## config.mk

```make
export PLATFORM = sky130hd
export DESIGN_NAME = grouped_best_candidate_select_core
export DESIGN_NICKNAME = d
export VERILOG_FILES = /design/src/rtl/gbcs_pkg.sv /design/src/rtl/gbcs_metric.sv /design/src/rtl/grouped_best_candidate_select_core.sv
export SDC_FILE = /design/constraint.sdc
export NUM_CORES = 2
export LEC_CHECK = 0
export ABC_AREA = 1
export ABC_CLOCK_PERIOD_IN_PS = 9100
export BUFFER_PORTS_ARGS = -buffer_cell sky130_fd_sc_hd__buf_2
export CAP_MARGIN = 10
export CORE_UTILIZATION = 59
export CTS_CLUSTER_DIAMETER = 50
export DETAILED_ROUTE_END_ITERATION = 6
export PLACE_DENSITY = 0.89
export SYNTH_ARGS = -nofsm -noshare
export SYNTH_HDL_FRONTEND = slang
export SYNTH_HIERARCHICAL = 1
export SYNTH_SLANG_ARGS = --single-unit
```

## constraint.sdc

```tcl
create_clock -name aclk -period 9.1 [get_ports aclk]
set_clock_uncertainty 0.1 [all_clocks]
set_input_delay 1.82 -clock aclk [delete_from_list [all_inputs] [get_ports aclk]]
set_output_delay 1.82 -clock aclk [all_outputs]
set_load 0.02 [all_outputs]
```

## src/rtl/gbcs_pkg.sv

```systemverilog
// shared types and constants of the grouped best candidate select block
package gbcs_pkg;

    localparam int MASS_W  = 20;
    localparam int SUM_W   = MASS_W + 1;
    localparam int RUN_W   = 32;
    localparam int EVENT_W = 64;
    localparam int ENTRY_W = 32;
    localparam int ID_W    = 8;

    localparam logic [MASS_W-1:0] TARGET_MASS_RESET = MASS_W'(5836);
    localparam logic [ID_W-1:0]   ID_ALL_TIGHT_ISO  = '1;

    // result buffer
    localparam int OUT_DEPTH = 4;
    localparam int PTR_W     = $clog2(OUT_DEPTH);
    localparam int CNT_W     = $clog2(OUT_DEPTH + 1);

    typedef struct packed {
        logic [RUN_W-1:0]   run_number;
        logic [EVENT_W-1:0] event_number;
        logic [ENTRY_W-1:0] entry_index;
        logic               passes_cut;
        logic [MASS_W-1:0]  pair12_mass;
        logic [MASS_W-1:0]  pair34_mass;
        logic [MASS_W-1:0]  lep1_pt;
        logic [MASS_W-1:0]  lep2_pt;
        logic [MASS_W-1:0]  lep3_pt;
        logic [MASS_W-1:0]  lep4_pt;
        logic [ID_W-1:0]    lepton_id_bits;
        logic               last_entry;
    } in_word_t;

    typedef struct packed {
        logic [ENTRY_W-1:0] best_entry;
        logic               from_tight_class;
        logic               last_of_run;
    } out_word_t;

    typedef struct packed {
        logic [MASS_W-1:0] distance;
        logic [SUM_W-1:0]  sum;
        logic              tight;
    } cand_t;

    typedef struct packed {
        logic               key_change;
        logic               pass;
        logic               last;
        cand_t              cand;
        logic [ENTRY_W-1:0] entry;
    } stage_t;

    typedef struct packed {
        logic               valid;
        logic [MASS_W-1:0]  distance;
        logic [SUM_W-1:0]   sum;
        logic [ENTRY_W-1:0] entry;
    } class_best_t;

endpackage

```

## src/rtl/gbcs_metric.sv

```systemverilog
// candidate metric: primary pair distance, tiebreak sum and tight class flag
module gbcs_metric
    import gbcs_pkg::*;
(
    input  in_word_t          word,
    input  logic [MASS_W-1:0] target_mass,
    output cand_t             cand
);

    logic [MASS_W-1:0] d12;
    logic [MASS_W-1:0] d34;
    logic [SUM_W-1:0]  sum12;
    logic [SUM_W-1:0]  sum34;

    always_comb begin
        d12 = (word.pair12_mass >= target_mass) ? word.pair12_mass - target_mass
                                                : target_mass - word.pair12_mass;
        d34 = (word.pair34_mass >= target_mass) ? word.pair34_mass - target_mass
                                                : target_mass - word.pair34_mass;
        sum12 = {1'b0, word.lep1_pt} + {1'b0, word.lep2_pt};
        sum34 = {1'b0, word.lep3_pt} + {1'b0, word.lep4_pt};
        // tie picks pair three-four
        if (d12 < d34) begin
            cand.distance = d12;
            cand.sum      = sum34;
        end else begin
            cand.distance = d34;
            cand.sum      = sum12;
        end
        cand.tight = (word.lepton_id_bits == ID_ALL_TIGHT_ISO);
    end

endmodule

```

## src/rtl/grouped_best_candidate_select_core.sv

```systemverilog
// top level: grouped best candidate select with input stage, class update and result buffer
// Takes one candidate word per cycle while the input is not stalled. At acceptance the key is compared
// with the previous word's key and the pair distance, tiebreak sum and class are worked out and
// registered in the input stage; from that stage the class bests are updated and up to two
// result words go into a four-word buffer. The input stalls only while that buffer holds
// more than two words, i.e. when the result side is held off.
module grouped_best_candidate_select_core
    import gbcs_pkg::*;
(
    input  logic              aclk,
    input  logic              aresetn,
    input  logic              s_valid,
    output logic              s_ready,
    input  in_word_t          s_data,
    output logic              m_valid,
    input  logic              m_ready,
    output out_word_t         m_data,
    input  logic              cfg_valid,
    output logic              cfg_ready,
    input  logic [MASS_W-1:0] cfg_data
);

    logic [MASS_W-1:0]  target_mass_reg;
    logic [RUN_W-1:0]   run_reg;
    logic [EVENT_W-1:0] event_reg;
    logic               p_valid_reg;
    logic               p_valid_next;
    stage_t             p_reg;
    class_best_t        tight_reg, tight_next;
    class_best_t        loose_reg, loose_next;
    out_word_t          fifo_reg [OUT_DEPTH];
    logic [PTR_W-1:0]   wptr_reg, wptr_next;
    logic [PTR_W-1:0]   rptr_reg, rptr_next;
    logic [CNT_W-1:0]   count_reg, count_next;

    cand_t       cand;
    logic        s_accept;
    logic        advance;
    logic        pop;
    class_best_t tight_a, loose_a, tight_b, loose_b;
    logic        r1_valid, r2_valid;
    out_word_t   r1_word, r2_word, w0, w1;
    logic [1:0]  push_cnt;

    gbcs_metric u_metric (
        .word        (s_data),
        .target_mass (target_mass_reg),
        .cand        (cand)
    );

    assign cfg_ready = 1'b1;
    assign s_accept  = s_valid && s_ready;
    assign advance   = p_valid_reg && (count_reg <= CNT_W'(OUT_DEPTH - 2));
    assign s_ready   = !p_valid_reg || advance;
    assign m_valid   = (count_reg != '0);
    assign m_data    = fifo_reg[rptr_reg];
    assign pop       = m_valid && m_ready;

    // class update and group close
    always_comb begin
        tight_a = p_reg.key_change ? '0 : tight_reg;
        loose_a = p_reg.key_change ? '0 : loose_reg;

        r1_valid = p_reg.key_change && (tight_reg.valid || loose_reg.valid);
        r1_word.best_entry       = tight_reg.valid ? tight_reg.entry : loose_reg.entry;
        r1_word.from_tight_class = tight_reg.valid;

        tight_b = tight_a;
        loose_b = loose_a;
        if (p_reg.pass) begin
            if (p_reg.cand.tight) begin
                if (!tight_a.valid || p_reg.cand.distance < tight_a.distance ||
                    (p_reg.cand.distance == tight_a.distance &&
                     p_reg.cand.sum > tight_a.sum)) begin
                    tight_b = {1'b1, p_reg.cand.distance, p_reg.cand.sum, p_reg.entry};
                end
            end else begin
                if (!loose_a.valid || p_reg.cand.distance < loose_a.distance ||
                    (p_reg.cand.distance == loose_a.distance &&
                     p_reg.cand.sum > loose_a.sum)) begin
                    loose_b = {1'b1, p_reg.cand.distance, p_reg.cand.sum, p_reg.entry};
                end
            end
        end

        r2_valid = p_reg.last && (tight_b.valid || loose_b.valid);
        r2_word.best_entry       = tight_b.valid ? tight_b.entry : loose_b.entry;
        r2_word.from_tight_class = tight_b.valid;
        r2_word.last_of_run      = 1'b1;
        r1_word.last_of_run      = !r2_valid;

        w0 = r1_valid ? r1_word : r2_word;
        w1 = r2_word;
        push_cnt = {1'b0, r1_valid} + {1'b0, r2_valid};
        if (!advance) begin
            push_cnt = 2'd0;
        end

        tight_next = tight_reg;
        loose_next = loose_reg;
        if (advance) begin
            tight_next = p_reg.last ? '0 : tight_b;
            loose_next = p_reg.last ? '0 : loose_b;
        end
    end

    always_comb begin
        p_valid_next = p_valid_reg;
        if (s_accept) begin
            p_valid_next = 1'b1;
        end else if (advance) begin
            p_valid_next = 1'b0;
        end
        wptr_next  = wptr_reg + PTR_W'(push_cnt);
        rptr_next  = rptr_reg + PTR_W'(pop);
        count_next = count_reg + CNT_W'(push_cnt) - CNT_W'(pop);
    end

    always_ff @(posedge aclk) begin
        if (!aresetn) begin
            target_mass_reg <= TARGET_MASS_RESET;
            run_reg         <= '0;
            event_reg       <= '0;
            p_valid_reg     <= 1'b0;
            tight_reg       <= '0;
            loose_reg       <= '0;
            wptr_reg        <= '0;
            rptr_reg        <= '0;
            count_reg       <= '0;
        end else begin
            if (cfg_valid && cfg_ready) begin
                target_mass_reg <= cfg_data;
            end
            if (s_accept) begin
                run_reg   <= s_data.run_number;
                event_reg <= s_data.event_number;
            end
            p_valid_reg <= p_valid_next;
            tight_reg   <= tight_next;
            loose_reg   <= loose_next;
            wptr_reg    <= wptr_next;
            rptr_reg    <= rptr_next;
            count_reg   <= count_next;
        end
    end

    // input stage and result buffer payload
    always_ff @(posedge aclk) begin
        if (s_accept) begin
            p_reg.key_change <= (s_data.run_number != run_reg) ||
                                (s_data.event_number != event_reg);
            p_reg.pass       <= s_data.passes_cut;
            p_reg.last       <= s_data.last_entry;
            p_reg.cand       <= cand;
            p_reg.entry      <= s_data.entry_index;
        end
        if (push_cnt != 2'd0) begin
            fifo_reg[wptr_reg] <= w0;
        end
        if (push_cnt == 2'd2) begin
            fifo_reg[PTR_W'(wptr_reg + 1'b1)] <= w1;
        end
    end

    a_count_bound: assert property (@(posedge aclk) disable iff (!aresetn)
        count_reg <= CNT_W'(OUT_DEPTH))
        else $error("result buffer overfilled");

    a_double_push: assert property (@(posedge aclk) disable iff (!aresetn)
        (push_cnt == 2'd2) |-> (p_reg.key_change && p_reg.last))
        else $error("two results without key change and last entry");

    a_pair_follows: assert property (@(posedge aclk) disable iff (!aresetn)
        (pop && !m_data.last_of_run) |=> m_valid)
        else $error("first of a result pair not followed by its second word");

    a_last_clears: assert property (@(posedge aclk) disable iff (!aresetn)
        (advance && p_reg.last) |=> (!tight_reg.valid && !loose_reg.valid))
        else $error("class bests survive a last entry");

endmodule

```

==> metrics.txt <==
status finished with violations; failing checks DRC; Initial Utilization roughly three fifths; Final ANT Viol Nets 0; Critical Path AT around 6.1 ns; Nets around 5.7k; Leak roughly 18 nW; Reg clk slew, reported paths ~0.06 ns; Critical-path top delay cell buf_4; worst r2r path cells 21; EDFF count, synth roughly 210; crit path launch type flop; Post-synth top cells 1386 x nand2_1, 579 x nand3_1, 470 x inv_1; Root Driver clkbuf_16; Routed wire per std cell 17.3 µm; largest net degree at the start of global routing 114; hold path cells 2; top-area cell type share of the netlist area 18.0%; worst-margin pin slew 1.26 ns; total negative slack 0 ns; grt ovf 0; final setup violation count 0; die height about 250 µm; vias 34.9k; WL final between 100000 and 150000 µm; max reg flops between 100 and 150; Crit. End Element flop; RSZ-0062 raised after global routing no; CTS tree done; Main synth FF type dfxtp_1; Tot GR Track Use 33.2%; CP max FO 84; initial antenna violation count 6; CP top delay family simple AND/OR/NAND/NOR gates; met3 usage 5.04%; final worst setup slack 3.25 ns; Rows 88; CP required roughly 9.4 ns; Post-synth ARST share 0%; Slew HR 15.6%; worst-path cell chain buf_4 > inv_2 > buf_4 > nand2_1 > ha_1 > nand2_1 > nor2_1 > nand2_1 > nor2_2 > nand2_1 > nand2_1 > nor2_1 > nor2_2 > nand2_4 > nand2_8 > buf_4 > nand2_2 > nand3_1 > nand3_2 > nand3_1 > nand2_1; most frequent CP cell nand2_1; critical path depth in cells 21; worst skew pair latency 0.65 ns; post-CTS sizing 0; syn_nets around 5.5k; f_max about 170 MHz; Netlist cell types 52; DP Worst Slack around 3 ns; Seq/Total Area, Yosys 33.8%; MaxCap Viol Count 0; Iter 0 DRT Violations 3662; GRT busiest layer met2; DIE WIDTH 245 µm; fin crit share roughly 64%; Core Footprint 0.0581 mm²; gp weighted congestion 1.01; Via density 5.85; crit path time final between 5 and 6 ns; top cells by area, synth edfxtp_1 18%, dfxtp_1 16%, nand2_1 15%; CP peak stage delay 0.87 ns; vias in the first global route between 30k and 40k; Fin. Hold Viols 0; Post-Syn Area 0.0349 mm²; full die area 0.0602 mm²; Seq cells post-synth 485; hold buffers post-CTS 0; CP bufs+invs 4; M2 GR Usage 54.6%; M1 GR Usage between 40 and 50%; DRT Pass-1 Iters 7; Max clock buf depth 3; CTS buffer count 59; setup bufs post-CTS 0; IO Pins 320; pwr/cell area 198 mW/mm²; Mapped Cells 4964; Avg Cell Area, Syn around 7.0 µm²; Synth area leader edfxtp_1; Layout fillers 4951; first-pass GRT wire length 162000 µm; warnings from Yosys 6; WS Path Type flop to flop; VDD IR max 0.183 mV; Hold WS between 0.3 and 0.4 ns; CTS sink cnt 485; residual DRC count 1; Hold Crit Class flop to flop; Layout area overhead 11.0%; share of cells above drive strength 1 13.7%; DP HPWL 69500 µm; htree depth 2; fin. max-slew vios 0; Port Buf Inserts 318; most frequent cell after synthesis nand2_1
[per-layer routing]
| layer | share of wire (%) | up-vias |
|---|---|---|
| met2 | 46 | 1884 |
| met4 | 4.5 | 2 |
| li1 | - | 16800 |
| met1 | 40 | 15800 |
| met3 | 9.8 | 397 |
| met5 | 0.011 | - |
[logic make-up (layout without fill, tap and decap cells)]
group / count (synthesis) / count (layout) / share of synthesized area (%)
AND/OR/NAND/NOR: 2619 / 2619 / 32.5
adder cells (fa/ha/maj): 233 / 233 / 8.49
other: 1 / 7 / 0.0107
XOR/XNOR: 123 / 123 / 3.08
AO/OA/AOI/OAI: 789 / 789 / 13.7
buffers and inverters: 714 / 944 / 8.45
flip-flops: 485 / 485 / 33.8
[worst min-delay path: cells and delay by family, from the launching register on]
| kind | cells | cell delay [ns] |
|---|---|---|
| simple gates | 1 | 0.06 |
| compound gates | 1 | 0.05 |
| flops | 1 | 0.30 |
[cell usage in the layout, fill, tap and decap left out, drive strengths merged, types with 14 or more instances in the layout]
cell type	count
dfxtp	276
nand3	616
nand2	1481
edfxtp	209
inv	488
nor2	431
o211ai	113
nand4	27
a21oi	332
ha	226
buf	349
clkbuf	79
xor2	108
xnor2	15
nor4	23
o22ai	48
a221oi	14
o21ai	252
clkinv	20
nor3	20
[stage by stage]
step,total power [mW],area [µm²],instances,utilization (%)
floorplan,4.53,34900,4964,-
global placement,5.16,36700,5847,63.2
detailed placement,5.24,36700,5847,63.2
CTS,7.67,38800,5959,66.7
global route,8.12,38800,5963,66.7
finish,7.70,38800,5965,66.7
[report_power, final]
part | total (mW) | internal, mW | switching [mW] | leakage (nW)
registers | 2.70 | 2.50 | 0.199 | 4.31
logic | 2.56 | 0.833 | 1.73 | 12.7
clock network | 2.44 | 1.46 | 0.980 | 1.00
[final cells by class]
class | instances | area [µm²] | share of cell area, %
diodes | 6 | 15.0 | 0.0387
clock buffers | 79 | 1700 | 4.37
clock inverters | 33 | 350 | 0.903
inverters | 483 | 1830 | 4.71
multi-input cells | 3765 | 20300 | 52.3
flip-flops and latches | 485 | 11800 | 30.4
well taps | 765 | 957 | 2.47
repair buffers | 349 | 1840 | 4.74
[final timing paths]
path | startpoint | to | slack [ns]
worst max register to register | p_reg[76] | fifo_reg[1][13] | 3.25
worst min-delay path | loose_reg[5] | loose_reg[5] | 0.36
worst max-delay path | p_reg[76] | fifo_reg[1][13] | 3.25
worst min register to register | loose_reg[5] | loose_reg[5] | 0.36
Power figures use the tool's default switching activity.
